$ cat src/design/cpualu_pkg.sv
// Shared types and constants for the 8-bit ALU core.
// No dependencies; imported by every module of the core.
package cpualu_pkg;

  typedef enum logic [4:0] {
    OP_ADD   = 5'd0,
    OP_ADC   = 5'd1,
    OP_SUB   = 5'd2,
    OP_SBC   = 5'd3,
    OP_CP    = 5'd4,
    OP_AND   = 5'd5,
    OP_XOR   = 5'd6,
    OP_OR    = 5'd7,
    OP_INC   = 5'd8,
    OP_DEC   = 5'd9,
    OP_RLC   = 5'd10,
    OP_RRC   = 5'd11,
    OP_RL    = 5'd12,
    OP_RR    = 5'd13,
    OP_SLA   = 5'd14,
    OP_SRA   = 5'd15,
    OP_SWAP  = 5'd16,
    OP_SRL   = 5'd17,
    OP_BIT   = 5'd18,
    OP_RES   = 5'd19,
    OP_SET   = 5'd20,
    OP_DAA   = 5'd21,
    OP_CPL   = 5'd22,
    OP_SCF   = 5'd23,
    OP_CCF   = 5'd24,
    OP_ADD16 = 5'd25,
    OP_INC16 = 5'd26,
    OP_DEC16 = 5'd27
  } op_t;

  localparam int unsigned IN_DATA_W  = 40;
  localparam int unsigned OUT_DATA_W = 24;

  localparam logic [7:0] DAA_LIMIT = 8'h99;
  localparam logic [7:0] DAA_HI    = 8'h60;
  localparam logic [7:0] DAA_LO    = 8'h06;
  localparam logic [3:0] BCD_MAX   = 4'h9;

  typedef struct packed {
    op_t         op;
    logic        c;
    logic        h;
    logic        n;
    logic        z;
    logic [2:0]  bit_idx;
    logic [15:0] b;
    logic [15:0] a;
  } req_t;

  typedef struct packed {
    logic        c;
    logic        h;
    logic        n;
    logic        z;
    logic        wb;
    logic [15:0] value;
  } res_t;

endpackage

$ cat src/design/eight_bit_cpu_alu_with_flags_core.sv
// Path: input register, combinational ALU datapath, result register; out_tvalid comes from the result register.
// Throughput: one request per cycle while out_tready is high; the ALU datapath sits between two registers.
// Stalls: out_tready low holds the result; in_tready drops only when both regs are full and out_tready is low.
// Reset: synchronous active-low rst_n clears both valid bits and drops any request in flight.
// Top level of the 8-bit ALU core; depends on cpualu_pkg and the cpualu_* stages.
module eight_bit_cpu_alu_with_flags_core (
  input  logic                                clk,
  input  logic                                rst_n,
  input  logic                                in_tvalid,
  output logic                                in_tready,
  // req_type
  input  logic [4:0]                          in_tuser,
  // operand_a, operand_b, bit_index, zero_in, subtract_in, half_carry_in,
  // carry_in, zero pad
  input  logic [cpualu_pkg::IN_DATA_W-1:0]    in_tdata,
  output logic                                out_tvalid,
  input  logic                                out_tready,
  // result_value, write_back, zero_out, subtract_out, half_carry_out,
  // carry_out, zero pad
  output logic [cpualu_pkg::OUT_DATA_W-1:0]   out_tdata
);
  import cpualu_pkg::*;

  logic take;
  logic s1_vld;
  req_t s1_req;
  res_t s1_res;

  cpualu_in_stage u_in (
    .clk       (clk),
    .rst_n     (rst_n),
    .in_tvalid (in_tvalid),
    .in_tready (in_tready),
    .in_tuser  (in_tuser),
    .in_tdata  (in_tdata),
    .take      (take),
    .vld       (s1_vld),
    .req       (s1_req)
  );

  cpualu_exec u_exec (
    .req (s1_req),
    .res (s1_res)
  );

  cpualu_out_stage u_out (
    .clk        (clk),
    .rst_n      (rst_n),
    .vld        (s1_vld),
    .res        (s1_res),
    .take       (take),
    .out_tvalid (out_tvalid),
    .out_tready (out_tready),
    .out_tdata  (out_tdata)
  );

endmodule

$ cat src/design/cpualu_in_stage.sv
// Input register of the ALU core: captures one request per cycle while it is empty or its request is taken.
// Depends on cpualu_pkg.
module cpualu_in_stage (
  input  logic                                clk,
  input  logic                                rst_n,
  input  logic                                in_tvalid,
  output logic                                in_tready,
  input  logic [4:0]                          in_tuser,
  input  logic [cpualu_pkg::IN_DATA_W-1:0]    in_tdata,
  input  logic                                take,
  output logic                                vld,
  output cpualu_pkg::req_t                    req
);
  import cpualu_pkg::*;

  logic vld_r;
  logic vld_nxt;
  req_t req_r;
  logic acc;

  assign in_tready = !vld_r || take;
  assign acc       = in_tvalid && in_tready;

  always_comb begin
    vld_nxt = vld_r;
    if (acc) begin
      vld_nxt = 1'b1;
    end else if (take) begin
      vld_nxt = 1'b0;
    end
  end

  always_ff @(posedge clk) begin
    if (!rst_n) begin
      vld_r <= 1'b0;
    end else begin
      vld_r <= vld_nxt;
    end
  end

  always_ff @(posedge clk) begin
    if (acc) begin
      req_r.op      <= op_t'(in_tuser);
      req_r.a       <= in_tdata[15:0];
      req_r.b       <= in_tdata[31:16];
      req_r.bit_idx <= in_tdata[34:32];
      req_r.z       <= in_tdata[35];
      req_r.n       <= in_tdata[36];
      req_r.h       <= in_tdata[37];
      req_r.c       <= in_tdata[38];
    end
  end

  assign vld = vld_r;
  assign req = req_r;

endmodule

$ cat src/design/cpualu_exec.sv
// Combinational ALU datapath: value, write-back mark and flags per request.
// Depends on cpualu_pkg.
module cpualu_exec (
  input  cpualu_pkg::req_t req,
  output cpualu_pkg::res_t res
);
  import cpualu_pkg::*;

  logic [7:0]  a;
  logic [7:0]  b;
  logic        cin;
  logic [8:0]  sum9;
  logic [4:0]  hsum;
  logic [8:0]  dif9;
  logic [4:0]  hdif;
  logic [7:0]  mask;
  logic [7:0]  r8;
  logic [7:0]  daa_r;
  logic        daa_c;
  logic [16:0] sum17;
  logic [12:0] hsum13;

  assign a      = req.a[7:0];
  assign b      = req.b[7:0];
  assign cin    = ((req.op == OP_ADC) || (req.op == OP_SBC)) && req.c;
  assign sum9   = {1'b0, a} + {1'b0, b} + {8'd0, cin};
  assign hsum   = {1'b0, a[3:0]} + {1'b0, b[3:0]} + {4'd0, cin};
  assign dif9   = {1'b0, a} - {1'b0, b} - {8'd0, cin};
  assign hdif   = {1'b0, a[3:0]} - {1'b0, b[3:0]} - {4'd0, cin};
  assign mask   = 8'd1 << req.bit_idx;
  assign sum17  = {1'b0, req.a} + {1'b0, req.b};
  assign hsum13 = {1'b0, req.a[11:0]} + {1'b0, req.b[11:0]};

  always_comb begin
    daa_r = a;
    daa_c = req.c;
    if (req.n) begin
      if (req.c) begin
        daa_r = daa_r - DAA_HI;
      end
      if (req.h) begin
        daa_r = daa_r - DAA_LO;
      end
    end else begin
      if (req.c || (a > DAA_LIMIT)) begin
        daa_r = daa_r + DAA_HI;
        daa_c = 1'b1;
      end
      if (req.h || (a[3:0] > BCD_MAX)) begin
        daa_r = daa_r + DAA_LO;
      end
    end
  end

  always_comb begin
    r8        = 8'd0;
    res.value = 16'd0;
    res.wb    = 1'b1;
    res.z     = req.z;
    res.n     = 1'b0;
    res.h     = 1'b0;
    res.c     = req.c;
    case (req.op)
      OP_ADD, OP_ADC: begin
        r8    = sum9[7:0];
        res.h = hsum[4];
        res.c = sum9[8];
      end
      OP_SUB, OP_SBC, OP_CP: begin
        r8    = dif9[7:0];
        res.n = 1'b1;
        res.h = hdif[4];
        res.c = dif9[8];
      end
      OP_AND: begin
        r8    = a & b;
        res.h = 1'b1;
        res.c = 1'b0;
      end
      OP_XOR: begin
        r8    = a ^ b;
        res.c = 1'b0;
      end
      OP_OR: begin
        r8    = a | b;
        res.c = 1'b0;
      end
      OP_INC: begin
        r8    = a + 8'd1;
        res.h = (a[3:0] == 4'hF);
      end
      OP_DEC: begin
        r8    = a - 8'd1;
        res.n = 1'b1;
        res.h = (a[3:0] == 4'h0);
      end
      OP_RLC: begin
        r8    = {a[6:0], a[7]};
        res.c = a[7];
      end
      OP_RRC: begin
        r8    = {a[0], a[7:1]};
        res.c = a[0];
      end
      OP_RL: begin
        r8    = {a[6:0], req.c};
        res.c = a[7];
      end
      OP_RR: begin
        r8    = {req.c, a[7:1]};
        res.c = a[0];
      end
      OP_SLA: begin
        r8    = {a[6:0], 1'b0};
        res.c = a[7];
      end
      OP_SRA: begin
        r8    = {a[7], a[7:1]};
        res.c = a[0];
      end
      OP_SWAP: begin
        r8    = {a[3:0], a[7:4]};
        res.c = 1'b0;
      end
      OP_SRL: begin
        r8    = {1'b0, a[7:1]};
        res.c = a[0];
      end
      OP_BIT: begin
        res.h = 1'b1;
      end
      OP_RES: begin
        r8    = a & ~mask;
        res.n = req.n;
        res.h = req.h;
      end
      OP_SET: begin
        r8    = a | mask;
        res.n = req.n;
        res.h = req.h;
      end
      OP_DAA: begin
        r8    = daa_r;
        res.n = req.n;
        res.c = daa_c;
      end
      OP_CPL: begin
        r8    = ~a;
        res.n = 1'b1;
        res.h = 1'b1;
      end
      OP_SCF: begin
        res.c = 1'b1;
      end
      OP_CCF: begin
        res.c = ~req.c;
      end
      OP_ADD16: begin
        res.h = hsum13[12];
        res.c = sum17[16];
      end
      OP_INC16, OP_DEC16: begin
        res.n = req.n;
        res.h = req.h;
      end
      default: begin
        res.n = req.n;
        res.h = req.h;
      end
    endcase

    case (req.op)
      OP_ADD, OP_ADC, OP_SUB, OP_SBC, OP_CP, OP_AND, OP_XOR, OP_OR, OP_INC, OP_DEC,
      OP_RLC, OP_RRC, OP_RL, OP_RR, OP_SLA, OP_SRA, OP_SWAP, OP_SRL, OP_DAA: begin
        res.z = (r8 == 8'd0);
      end
      OP_BIT: begin
        res.z = ((a & mask) == 8'd0);
      end
      default: begin
        res.z = req.z;
      end
    endcase

    case (req.op)
      OP_CP, OP_BIT, OP_SCF, OP_CCF: begin
        res.wb    = 1'b0;
        res.value = 16'd0;
      end
      OP_ADD16: begin
        res.value = sum17[15:0];
      end
      OP_INC16: begin
        res.value = req.a + 16'd1;
      end
      OP_DEC16: begin
        res.value = req.a - 16'd1;
      end
      OP_ADD, OP_ADC, OP_SUB, OP_SBC, OP_AND, OP_XOR, OP_OR, OP_INC, OP_DEC,
      OP_RLC, OP_RRC, OP_RL, OP_RR, OP_SLA, OP_SRA, OP_SWAP, OP_SRL,
      OP_RES, OP_SET, OP_DAA, OP_CPL: begin
        res.value = {8'd0, r8};
      end
      default: begin
        res.wb    = 1'b0;
        res.value = 16'd0;
      end
    endcase
  end

endmodule

$ cat src/design/cpualu_out_stage.sv
// Result register of the ALU core: holds a result until the sink takes it.
// Depends on cpualu_pkg.
module cpualu_out_stage (
  input  logic                                clk,
  input  logic                                rst_n,
  input  logic                                vld,
  input  cpualu_pkg::res_t                    res,
  output logic                                take,
  output logic                                out_tvalid,
  input  logic                                out_tready,
  output logic [cpualu_pkg::OUT_DATA_W-1:0]   out_tdata
);
  import cpualu_pkg::*;

  logic vld_r;
  logic vld_nxt;
  res_t res_r;

  assign take    = !vld_r || out_tready;
  assign vld_nxt = take ? vld : vld_r;

  always_ff @(posedge clk) begin
    if (!rst_n) begin
      vld_r <= 1'b0;
    end else begin
      vld_r <= vld_nxt;
    end
  end

  always_ff @(posedge clk) begin
    if (take && vld) begin
      res_r <= res;
    end
  end

  assign out_tvalid = vld_r;
  assign out_tdata  = {3'd0, res_r};

endmodule

$ cat config.mk
export PLATFORM = sky130hd
export DESIGN_NAME = eight_bit_cpu_alu_with_flags_core
export DESIGN_NICKNAME = d
export VERILOG_FILES = /design/src/design/cpualu_pkg.sv /design/src/design/eight_bit_cpu_alu_with_flags_core.sv /design/src/design/cpualu_in_stage.sv /design/src/design/cpualu_exec.sv /design/src/design/cpualu_out_stage.sv
export SDC_FILE = /design/constraint.sdc
export NUM_CORES = 1
export LEC_CHECK = 0
export ABC_AREA = 1
export BUFFER_PORTS_ARGS = -buffer_cell sky130_fd_sc_hd__buf_2
export CAP_MARGIN = 20
export CORE_ASPECT_RATIO = 1.2
export CORE_MARGIN = 10
export CORE_UTILIZATION = 51
export CTS_CLUSTER_SIZE = 28
export DETAILED_ROUTE_END_ITERATION = 6
export GPL_ROUTABILITY_DRIVEN = 0
export PLACE_DENSITY = 0.67
export SLEW_MARGIN = 10
export SYNTH_ARGS = -nofsm -noshare
export SYNTH_HDL_FRONTEND = slang
export SYNTH_SLANG_ARGS = --single-unit
$ cat constraint.sdc
create_clock -name clk -period 4.5 [get_ports clk]
set_input_delay 0.675 -clock clk [delete_from_list [all_inputs] [get_ports clk]]
set_output_delay 0.675 -clock clk [all_outputs]
set_load 0.05 [all_outputs]
### After elaboration in Yosys (flattened, before gate mapping)

Index checks and enable logic that the tools add are counted.

* output and inout bits: 26
* flip-flop bits (word level): 67
* logic and storage cells: 119
* bits of input ports: 49

* bitwise logic cells: 9
* equality and inequality tests: 28
* mux-type cells: 18
* magnitude comparators: 2
* add/subtract/negate cells: 18
* reduce and logical (&&, ||, !) cells: 27
* shift operators: 1

Operators by type and width (number)
* $pmux W8 S19: 1
* $pmux W16 S4: 1
* $eq A5 B5 Y1 const B: 12
* $mux W8: 7
* $eq A5 B4 Y1 const B: 8
* $and A8 B8 Y8: 3
* $reduce_or A24 Y1: 1
* $reduce_or A21 Y1: 1
* $eq A5 B3 Y1 const B: 4
* $reduce_or A19 Y1: 1
* $reduce_or A18 Y1: 1
* $add A16 B16 Y17: 1
* $add A16 B1 Y16 const B: 1
* $logic_not A8 Y1: 2
* $not A8 Y8: 2
* $or A8 B8 Y8: 2
* $sub A16 B1 Y16 const B: 1
* $add A12 B12 Y13: 1
* $reduce_or A13 Y1: 1
* $eq A5 B2 Y1 const B: 2
* $add A8 B8 Y9: 1
* $add A9 B1 Y9: 1
* $pmux W1 S9: 1
* $reduce_or A3 Y1: 3
* 31 further kinds: 44

### Logic depth before layout (Yosys ltp)

Gate-level depths: netlist of run 1.

* depth after elaboration: 10
* depth in mapped cells: 24
* depth with buffers taken out: 23

### By module

Synthesis of run 1 repeated with hierarchy kept, for this count alone.

* cells, all modules: 1019
* area, all modules: 6809.0 µm²

By module, submodules not included
* cpualu_exec: area each 4728.3 µm², instances 1, cells each 936, sequential area each 0.0 µm²
* cpualu_in_stage: area each 1372.6 µm², instances 1, cells each 51, sequential area each 1341.3 µm²
* cpualu_out_stage: area each 708.2 µm², instances 1, cells each 32, sequential area each 650.6 µm²

### Worst setup path before layout of run 1

OpenSTA, ideal clock, no wires.

* path kind: reg2reg
* from: register u_in.req_r (netlist bit u_in.req[41])
* to: register u_out.res_r (netlist bit u_out.out_tdata[10]), data pin
* arrival time: 2.845 ns
* setup slack: 1.386 ns
* stages on the path, launching flop included: 17
* data required time: 4.231 ns
* setup time: 0.269 ns
* cells stage by stage: edfxtp_1 inv_2 nand2_1 nor3_4 inv_2 nor2_2 fa_1 nand3_1 nand3_1 inv_1 nor2_1 nor2_1 o21ai_0 a21boi_0 or2_2 nand3_1 o21ai_0

RTL lines
* start, declared: RTL line cpualu_in_stage.sv:18 `req_t req_r;`
* end signal, assigned: RTL line cpualu_out_stage.sv:32 `res_r <= res;`
* end, declared: RTL line cpualu_out_stage.sv:17 `res_t res_r;`

==> flow_summary_export.csv, run 1 <==
group,metric,value,unit
outcome,status,"finished with violations",
outcome,violations,"DRC",
die,start_util,0.517,
setup_path,path_cells,"inv_1 -> nand3_1 -> nand2_1 -> inv_1 -> nor2_1 -> inv_1 -> fa_1 -> fa_1 -> inv_1 -> nand2_1 -> nand2_1 -> nand3_1 -> nand3_1 -> nand2_1 -> nor2_1 -> nand3_1 -> nor2_1 -> nand3_1 -> nor2_1 -> nand3_1 -> nand2_1",
pwr,p_per_area,285,nW/um^2
placed_design,post-place-ws,0.684,ns
setup_path,r2r_cells,21,
die,core,13100,um^2
sta,rsz0062_at_grt,"no",
sta,slew_violations,0,
setup_path,crit_required,4.71,ns
placed_design,placed_cells,1227,
drt,drtIter0Drc,982,
setup_path,critical_path_buf_inv_count,4,
sta,setup_viol,0,
run,cap_viol_max_count,0,
synth,yosysSeqAreaShare,0.293,
cts,path_clk_slew,0.07,ns
drt,postRouteAntennaNets,0,
cts,cts.repair.resized,0,
placed_design,dp_hpwl,18000,um
sta,fin_ws,0.590,ns
setup_path,critPathCaptureType,"flip-flop",
sta,finalSetupTns,0,ns
cells_and_area,fin_area,7690,um^2
setup_path,cpMaxStageDelayCell,"edfxtp_1",
setup_path,cp_slowest_stage_delay,0.59,ns
cells_and_area,layout-drive-gt1-share,0.135,
pwr,ir_drop,0.000272,V
setup_path,cp_max_fo,12,
synth,yosysWarnings,0,
setup_path,crit_type,"flip-flop to flip-flop",
synth,synth_seq_cells,67,
pwr,leakagePower,3.79,nW
synth,async_reset_ff_frac,0,
setup_path,crit_family,"simple AND/OR/NAND/NOR gates",
grt,grt_max_degree,45,
placed_design,port_buffers,70,
sta,finalCriticalPeriod,3.91,ns
grt,track_usage,0.251,
cts,tritoncts,"built",
synth,avgSynthCellArea,6.83,um^2
cells_and_area,seq_area,1990,um^2
setup_path,cp_common_cell,"nand3_1",
sta,max_slew_margin,0.366,
cts,clockBufferDepth,2,
sta,hold_viol_final,0,
synth,synth-main-ff-cell,"edfxtp_1",
cts,cts_sinks,67,
drt,drt-vias-per-instance,5.85,
sta,skew,0.0112,ns
grt,grt_pass1_vias,7158,
hold_path,min_path_type,"primary input to flip-flop",
cts,clk_latency,0.35,ns
placed_design,dpl_cell_area,7360,um^2
cells_and_area,nNetsFinal,1180,
drt,dr.pass1.iters,7,
setup_path,rrSetupSlack,0.59,ns
synth,ys_types,53,
drt,post_drt_wl_per_cell,18.9,um
cells_and_area,final_core_util,0.586,
setup_path,cp-start-kind,"flip-flop",
sta,worst_pin_slew,0.949,ns
sta,fmax,0.256,GHz
synth,synth-edff-count,65,
setup_path,cp.depth,21,
sta,min_period_over_period,0.869,
cts,postCtsHoldBufs,0,
grt,grt_overflow,0,
die,die_w,125,um
drt,wirelength,23500,um
die,pin_count,75,
setup_path,critPathArrivalTime,4.12,ns
die,chipHeight,146,um
cells_and_area,antenna_cells,0,
pwr,finalPower,2.19,mW
die,rows,46,
synth,syn_inst,994,
synth,syn_area,6790,um^2
drt,drc,17,
cts,cts_max_level,3,
grt,antenna_found_initial,0,
cells_and_area,instances_no_fill,1243,
hold_path,whs_path_depth,1,
sta,hold_ws,0.498,ns
cells_and_area,n_fill_cell,1299,
cts,post_cts_buffers,0,
die,dieArea,18300,um^2
cts,numCtsBuffers,9,
grt,grt_pass1_wl,37200,um
cts,clockRootBuffer,"clkbuf_16",
drt,vias,7267,
cells_and_area,multi_input_area,4250,um^2
cells_and_area,area_growth,13.3,%
-- routing by layer --
layer  up-vias  part of all wire  global-route usage
met4         0             0.074               0.180
met5         -                 0                   0
met1      3237              0.37               0.277
met3       114             0.087              0.0489
li1       3494                 -                   -
met2       422              0.47               0.421
-- final cells by class --
class,count,share of cell area
clock buffers,9,0.0293
inverters,113,0.0551
well taps,168,0.0273
clock inverters,7,0.0137
repair buffers,88,0.0631
multi-input cells,791,0.552
flip-flops and latches,67,0.259
-- path summary, 6_finish.rpt --
path	startpoint	end
setup / recovery	u_in.req[43]$_DFFE_PP_	u_out.out_tdata[17]$_DFFE_PP_
hold / removal	in_tdata[23]	u_in.req[23]$_DFFE_PP_
setup reg to reg	u_in.req[43]$_DFFE_PP_	u_out.out_tdata[17]$_DFFE_PP_
hold reg to reg	u_out.out_tvalid$_SDFFE_PN0P_	u_out.out_tvalid$_SDFFE_PN0P_
-- worst reg2reg max path: stages (launching register included) --
cell      delay [ns]
edfxtp_1        0.59
inv_1           0.40
nand3_1         0.16
nand2_1         0.14
inv_1           0.06
nor2_1          0.18
inv_1           0.08
fa_1            0.41
fa_1            0.41
inv_1           0.08
nand2_1         0.07
nand2_1         0.09
nand3_1         0.07
nand3_1         0.17
nand2_1         0.07
nor2_1          0.10
nand3_1         0.14
nor2_1          0.12
nand3_1         0.09
nor2_1          0.09
nand3_1         0.15
nand2_1         0.10
-- sequential cells by signal (all words and copies together) (netlist names) --
| register | flops |
|---|---|
| u_in.vld | 1 |
| u_in.req | 44 |
| u_out.out_tdata | 21 |
| u_out.out_tvalid | 1 |
-- synth_stat cells, types with 2 or more instances --
master / instances / area share
clkbuf_1: 9 / 0.0050
o21bai_1: 5 / 0.0055
a22oi_1: 2 / 0.0022
fa_1: 7 / 0.021
buf_4: 6 / 0.0066
a21oi_1: 59 / 0.043
nand3_1: 109 / 0.080
edfxtp_1: 65 / 0.29
o2111ai_1: 3 / 0.0039
inv_1: 99 / 0.055
a21boi_0: 3 / 0.0033
nand2_1: 273 / 0.15
xnor2_1: 4 / 0.0052
clkinv_1: 4 / 0.0022
nor3_1: 16 / 0.012
o211ai_1: 6 / 0.0066
nand4_1: 13 / 0.012
nor2_1: 107 / 0.059
or2_2: 8 / 0.0074
dfxtp_1: 2 / 0.0059
nor2_2: 8 / 0.0074
ha_1: 54 / 0.10
nand3b_1: 4 / 0.0044
inv_2: 10 / 0.0055
xor2_1: 13 / 0.017
o21ai_1: 9 / 0.0066
nor4_1: 2 / 0.0018
nand2_2: 7 / 0.0065
o22ai_1: 2 / 0.0018
buf_2: 8 / 0.0059
o21ai_0: 53 / 0.039
nand3_2: 3 / 0.0044
-- cells in the final DEF, fill, tap and decap left out, types with 2 or more instances in the layout --
| cell | count |
|---|---|
| a21boi_0 | 3 |
| edfxtp_1 | 65 |
| nor2_2 | 8 |
| inv_2 | 11 |
| o21bai_1 | 5 |
| inv_6 | 3 |
| or2_2 | 8 |
| inv_1 | 98 |
| nand3_1 | 109 |
| bufinv_16 | 2 |
| nand2_1 | 273 |
| clkinv_1 | 4 |
| o21ai_1 | 9 |
| clkbuf_16 | 9 |
| nand2_2 | 7 |
| xor2_1 | 13 |
| nand3_2 | 3 |
| nand3b_1 | 4 |
| nor3_1 | 16 |
| dfxtp_1 | 2 |
| nor4_1 | 2 |
| conb_1 | 3 |
| o211ai_1 | 6 |
| a22oi_1 | 2 |
| fa_1 | 7 |
| nor2_1 | 107 |
| a21oi_2 | 2 |
| buf_2 | 70 |
| ha_1 | 54 |
| o2111ai_1 | 3 |
| buf_4 | 18 |
| a21oi_1 | 58 |
| nand4_1 | 13 |
| o21ai_0 | 53 |
| xnor2_1 | 4 |
| o22ai_1 | 2 |
-- power breakdown --
group / switching (mW) / internal, mW
clock network: 0.305 / 0.495
logic: 0.426 / 0.195
registers: 0.0365 / 0.732
total: 0.767 / 1.42
-- cell families (layout without fill, tap and decap cells) --
| logic type | after synthesis | after routing | synth area share |
|---|---|---|---|
| compound gates | 155 | 155 | 0.129 |
| xor+xnor | 17 | 17 | 0.0219 |
| fa+ha+maj | 61 | 61 | 0.120 |
| buf+inv | 138 | 217 | 0.0824 |
| flops | 67 | 67 | 0.293 |
| other cells | 1 | 3 | 0.000552 |
| simple gates | 555 | 555 | 0.353 |
Power figures use the tool's default switching activity.
==> inputs of run 2 (changes only) <==
--- a/config.mk
+++ b/config.mk
@@ -6,15 +6,14 @@
 export NUM_CORES = 1
 export LEC_CHECK = 0
 export ABC_AREA = 1
-export BUFFER_PORTS_ARGS = -buffer_cell sky130_fd_sc_hd__buf_2
 export CAP_MARGIN = 20
 export CORE_ASPECT_RATIO = 1.2
-export CORE_MARGIN = 10
 export CORE_UTILIZATION = 51
 export CTS_CLUSTER_SIZE = 28
 export DETAILED_ROUTE_END_ITERATION = 6
+export DONT_BUFFER_PORTS = 1
 export GPL_ROUTABILITY_DRIVEN = 0
-export PLACE_DENSITY = 0.67
+export PLACE_DENSITY = 0.62
 export SLEW_MARGIN = 10
 export SYNTH_ARGS = -nofsm -noshare
 export SYNTH_HDL_FRONTEND = slang
==> run 2 against run 1 <==
  * The flow now finishes without violations
  * Sequential power rose by 5.7%
  * Clock skew grew 0.0029 ns
  * Count of clock-buffer cells in the layout grew 1
  * Register-to-register slack got worse by 0.15 ns
  * Utilization down 1.7 points
  * Total power is 1.8% lower
==> flow_summary_export.csv, run 2 (synthesized netlist as in run 1, its figures left out) <==
group,metric,value,unit
cells_and_area,area_growth,7.69,%
die,dieArea,13800,um^2
cts,clockRootBuffer,"clkbuf_16",
placed_design,dp_hpwl,18100,um
setup_path,r2r_end,"u_out.out_tdata[5]$_DFFE_PP_",
die,pin_count,75,
die,start_util,0.529,
grt,track_usage,0.355,
hold_path,hp-start,"in_tuser[2]",
outcome,status,"finished, final reports clean",
drt,post_drt_wl_per_cell,20.1,um
grt,grt_max_degree,45,
cells_and_area,fin_area,7310,um^2
setup_path,r2r_cells,19,
cells_and_area,layout-drive-gt1-share,0.0719,
cells_and_area,instances_no_fill,1166,
grt,grt_pass1_wl,36500,um
cts,cts_max_level,3,
pwr,internal-power,1.41,mW
cts,path_clk_slew,0.07,ns
die,core,12800,um^2
setup_path,cp-start-kind,"flip-flop",
sta,worst_pin_slew,0.998,ns
setup_path,cp_max_fo,8,
grt,grt_pass1_vias,6866,
setup_path,crit_type,"flip-flop to flip-flop",
setup_path,crit_required,4.56,ns
grt,grt_overflow,0,
hold_path,min_path_type,"primary input to flip-flop",
sta,finalCriticalPeriod,4.06,ns
sta,skew,0.0141,ns
drt,wirelength,23500,um
setup_path,critPathCaptureType,"flip-flop",
setup_path,r2r_start,"u_in.req[39]$_DFFE_PP_",
setup_path,rrSetupSlack,0.44,ns
cells_and_area,final_cell_mix,"273 x nand2_1, 109 x nand3_1, 107 x nor2_1",
cells_and_area,layout_commonest_cell,"nand2_1",
placed_design,dpl_cell_area,6980,um^2
cts,clk_latency,0.35,ns
sta,fmax,0.246,GHz
sta,hold_viol_final,0,
pwr,leakagePower,3.49,nW
drt,drt-vias-per-instance,6.13,
cells_and_area,n_fill_cell,1225,
drt,vias,7148,
setup_path,critPathArrivalTime,4.13,ns
sta,max_slew_margin,0.332,
die,rows,45,
pwr,finalPower,2.15,mW
grt,antenna_found_initial,0,
sta,rsz0062_at_grt,"no",
sta,min_period_over_period,0.903,
sta,finalSetupTns,0,ns
placed_design,port_buffers,0,
pwr,p_sw,0.742,mW
hold_path,hold_path_end,"u_in.req[41]$_DFFE_PP_",
drt,dr.pass1.iters,6,
cts,numCtsBuffers,9,
cells_and_area,largest_reg_flops,44,
drt,postRouteAntennaNets,0,
run,cap_viol_max_count,0,
cts,cts_sinks,67,
cells_and_area,antenna_cells,0,
pwr,p_per_area,294,nW/um^2
pwr,clkPwrFrac,0.361,
drt,drtIter0Drc,758,
pwr,p_seq_frac,0.378,
cts,clockBufferDepth,2,
cells_and_area,nNetsFinal,1107,
cells_and_area,multi_input_area,4250,um^2
sta,slew_violations,0,
pwr,ir_drop,0.000277,V
cts,postCtsHoldBufs,0,
pwr,switching_share,0.345,
hold_path,whs_path_depth,0,
cts,cts.repair.resized,0,
cts,post_cts_buffers,0,
cells_and_area,seq_area,1990,um^2
die,chipHeight,128,um
drt,drc,0,
pwr,p_comb_frac,0.261,
sta,setup_viol,0,
placed_design,placed_cells,1150,
die,die_w,107,um
cts,tritoncts,"built",
run 2: cell types whose count changed in the layout (fill, tap and decap cells not counted):
cell	before	now
buf_2	70	0
buf_4	18	15
clkbuf_8	0	1
clkinv_2	0	1
clkinv_4	0	1
clkinvlp_4	1	2
inv_6	3	0
inv_8	1	0
run 2: area by class of cell:
| class | count | area share |
|---|---|---|
| well taps | 164 | 0.0281 |
| inverters | 113 | 0.0580 |
| clock inverters | 6 | 0.0122 |
| flip-flops and latches | 67 | 0.272 |
| multi-input cells | 791 | 0.581 |
| repair buffers | 15 | 0.0154 |
| clock buffers | 10 | 0.0327 |
run 2: how the worst max path moves through the flow:
stage,start,end,slack [ns],cells past startpoint
2_1_floorplan,u_in.req[41]$_DFFE_PP_,u_out.out_tdata[10]$_DFFE_PP_,1.39,16
3_3_place_gp,u_in.req[39]$_DFFE_PP_,u_out.out_tdata[5]$_DFFE_PP_,0.61,19
3_5_place_dp,u_in.req[39]$_DFFE_PP_,u_out.out_tdata[5]$_DFFE_PP_,0.59,19
4_1_cts,u_in.req[39]$_DFFE_PP_,u_out.out_tdata[5]$_DFFE_PP_,0.54,19
5_1_grt,u_in.req[39]$_DFFE_PP_,u_out.out_tdata[5]$_DFFE_PP_,0.08,19
6_report,u_in.req[39]$_DFFE_PP_,u_out.out_tdata[5]$_DFFE_PP_,0.44,19
run 2: power by group through the flow:
| stage | clock network (mW) | registers, mW | logic, mW |
|---|---|---|---|
| CTS | 0.787 | 0.812 | 0.544 |
| global placement | 0 | 0.824 | 0.529 |
| detailed placement | 0 | 0.824 | 0.540 |
| floorplan | 0 | 0.809 | 0.397 |
| finish | 0.776 | 0.813 | 0.561 |
| global route | 0.806 | 0.816 | 0.618 |
run 2: worst max-delay path, stage by stage (launching register included):
cell	delay [ns]
edfxtp_1	0.55
inv_1	0.16
nor2_1	0.27
nand3_1	0.16
nand2_1	0.11
inv_1	0.05
nor2_1	0.28
fa_1	0.53
ha_1	0.21
o21ai_0	0.24
nand2_1	0.11
nand2_1	0.10
nand2_1	0.05
nand2_1	0.05
nand2_1	0.06
or2_2	0.26
nand3_1	0.11
nand3_1	0.12
o21ai_1	0.23
nand3_1	0.14
run 2: per-layer routing:
metal | part of all wire | up-vias | global-route usage
met4 | 0.069 | 0 | 0.239
met3 | 0.097 | 114 | 0.0927
met1 | 0.38 | 3262 | 0.412
met5 | 0 | - | 0
met2 | 0.45 | 430 | 0.578
li1 | - | 3342 | -
run 2: metrics by stage:
stage	util	setup WS, ns	hold WS, ns
floorplan	-	1.39	0.447
global placement	0.544	0.612	0.473
detailed placement	0.544	0.591	0.494
CTS	0.569	0.543	0.408
global route	0.569	0.0803	0.405
finish	0.569	0.437	0.418
==> inputs of run 3 (changes only) <==
--- a/config.mk
+++ b/config.mk
@@ -8,12 +8,12 @@
 export ABC_AREA = 1
 export CAP_MARGIN = 20
 export CORE_ASPECT_RATIO = 1.2
-export CORE_UTILIZATION = 51
+export CORE_UTILIZATION = 55
 export CTS_CLUSTER_SIZE = 28
 export DETAILED_ROUTE_END_ITERATION = 6
 export DONT_BUFFER_PORTS = 1
 export GPL_ROUTABILITY_DRIVEN = 0
-export PLACE_DENSITY = 0.62
+export PLACE_DENSITY = 0.66
 export SLEW_MARGIN = 10
 export SYNTH_ARGS = -nofsm -noshare
 export SYNTH_HDL_FRONTEND = slang
==> run 3 against run 2 <==
  * Sequential share of layout area grew 0.15 points
  * Non-clock buffer count shrank 3
  * Critical path type unchanged
  * Utilization grew 3.4 points
  * Fmax grew 1.8%
  * Global-route usage grew 2.0 points
  * Critical endpoint is now u_out.out_tdata[12]$_DFFE_PP_
==> flow_summary_export.csv, run 3 (synthesized netlist as in run 1, its figures left out) <==
group,metric,value,unit
drt,top_layer,"met4",
grt,grt_pass1_wl,34800,um
pwr,p_per_area,290,nW/um^2
die,core,12100,um^2
sta,min_period_over_period,0.887,
sta,hold_viol_final,0,
setup_path,crit_required,4.58,ns
die,start_util,0.563,
pwr,ir_drop,0.000257,V
cts,cts_max_level,3,
pwr,p_seq_frac,0.387,
pwr,switching_share,0.353,
cells_and_area,multi_input_area,4250,um^2
cells_and_area,antenna_cells,0,
sta,max_slew_margin,0.361,
pwr,clkPwrFrac,0.350,
cts,cts.repair.resized,0,
cells_and_area,seq_area,1990,um^2
drt,vias,7136,
cts,cts_sinks,67,
setup_path,critPathArrivalTime,4.08,ns
cts,post_cts_buffers,0,
drt,dr.pass1.iters,5,
hold_path,hp-start,"in_tdata[36]",
die,pin_count,75,
outcome,status,"finished, final reports clean",
sta,finalCriticalPeriod,3.99,ns
drt,drtIter0Drc,783,
sta,skew,0.0117,ns
sta,rsz0062_at_grt,"no",
drt,drt-vias-per-instance,6.15,
drt,post_drt_wl_per_cell,19.7,um
drt,postRouteAntennaNets,0,
drt,drc,0,
pwr,p_comb_frac,0.263,
cells_and_area,final_cell_mix,"273 x nand2_1, 109 x nand3_1, 106 x nor2_1",
cells_and_area,layout-drive-gt1-share,0.0701,
sta,slew_violations,0,
grt,track_usage,0.375,
cts,numCtsBuffers,9,
run,cap_viol_max_count,0,
cells_and_area,layout_commonest_cell,"nand2_1",
cells_and_area,nNetsFinal,1104,
cells_and_area,largest_reg_flops,44,
drt,wl_met3,2310,um
pwr,leakagePower,3.47,nW
sta,fin_ws,0.508,ns
sta,fmax,0.251,GHz
die,rows,44,
drt,wirelength,22900,um
hold_path,min_path_type,"primary input to flip-flop",
cells_and_area,n_fill_cell,1158,
setup_path,r2r_start,"u_in.req[43]$_DFFE_PP_",
pwr,p_sw,0.744,mW
grt,antenna_found_initial,0,
cts,clockRootBuffer,"clkbuf_16",
drt,drt-met1-wl,8380,um
setup_path,critPathCaptureType,"flip-flop",
sta,worst_pin_slew,0.957,ns
grt,grt_max_degree,45,
die,dieArea,12800,um^2
setup_path,cp-start-kind,"flip-flop",
drt,wl_met2,10400,um
grt,grt_pass1_vias,6649,
cts,clk_latency,0.35,ns
cells_and_area,area_growth,7.11,%
cts,postCtsHoldBufs,0,
die,die_w,103,um
cts,tritoncts,"built",
setup_path,critPathLaunch,"u_in.req[43]$_DFFE_PP_",
grt,grt_overflow,0,
placed_design,port_buffers,0,
cts,clockBufferDepth,2,
sta,setup_viol,0,
placed_design,dp_hpwl,17400,um
placed_design,post-place-ws,0.569,ns
cts,path_clk_slew,0.06,ns
die,chipHeight,124,um
sta,finalSetupTns,0,ns
pwr,internal-power,1.37,mW
setup_path,crit_type,"flip-flop to flip-flop",
setup_path,cp_max_fo,13,
## run 3: changes by cell type in the layout (fill, tap and decap cells not counted), sizes merged
cell      delta
buf          -3
bufinv       -1
clkbuf       +1
clkinvlp     -1
inv          +1
## run 3: path summary, 6_finish.rpt
| path | to | slack [ns] | cells after the start |
|---|---|---|---|
| min | u_in.req[36]$_DFFE_PP_ | 0.41 | 0 |
| min reg2reg | u_out.out_tvalid$_SDFFE_PN0P_ | 0.49 | 2 |
| max reg2reg | u_out.out_tdata[12]$_DFFE_PP_ | 0.51 | 15 |
| max | u_out.out_tdata[12]$_DFFE_PP_ | 0.51 | 15 |
## run 3: power by group through the flow
stage | combinational (mW) | clock (mW) | sequential, mW
2_1_floorplan | 0.397 | 0 | 0.809
3_3_place_gp | 0.524 | 0 | 0.826
3_5_place_dp | 0.533 | 0 | 0.827
4_1_cts | 0.537 | 0.749 | 0.815
5_1_grt | 0.608 | 0.772 | 0.819
6_report | 0.555 | 0.738 | 0.816
## run 3: layer usage
layer	global-route usage	vias to the layer above
met4	0.283	0
met5	0	-
met3	0.112	131
met2	0.586	462
met1	0.429	3214
li1	-	3329
## run 3: cell type report
type,count,area share
multi-input cells,791,0.585
flip-flops and latches,67,0.274
inverters,113,0.0583
clock buffers,11,0.0348
well taps,161,0.0277
repair buffers,12,0.0124
clock inverters,5,0.00826
## run 3: per-stage QoR
step | std cells | power (mW) | utilization | hold WS (ns) | cell area (um^2)
6_report | 1160 | 2.11 | 0.603 | 0.412 | 7270
4_1_cts | 1160 | 2.10 | 0.603 | 0.410 | 7270
5_1_grt | 1160 | 2.20 | 0.603 | 0.404 | 7270
2_1_floorplan | 996 | 1.21 | - | 0.447 | 6800
3_3_place_gp | 1144 | 1.35 | 0.577 | 0.474 | 6960
3_5_place_dp | 1144 | 1.36 | 0.577 | 0.481 | 6960
## run 3: critical path: stages (launching register included)
cell	delay, ns
edfxtp_1	0.62
inv_1	0.32
nor3_4	0.32
inv_2	0.15
nor2_2	0.51
ha_1	0.41
nand3_1	0.11
nand3_1	0.08
inv_1	0.08
nor2_1	0.05
nor2_1	0.16
o21ai_0	0.16
a21boi_0	0.34
o21ai_0	0.19
nor2_1	0.12
o21ai_0	0.11
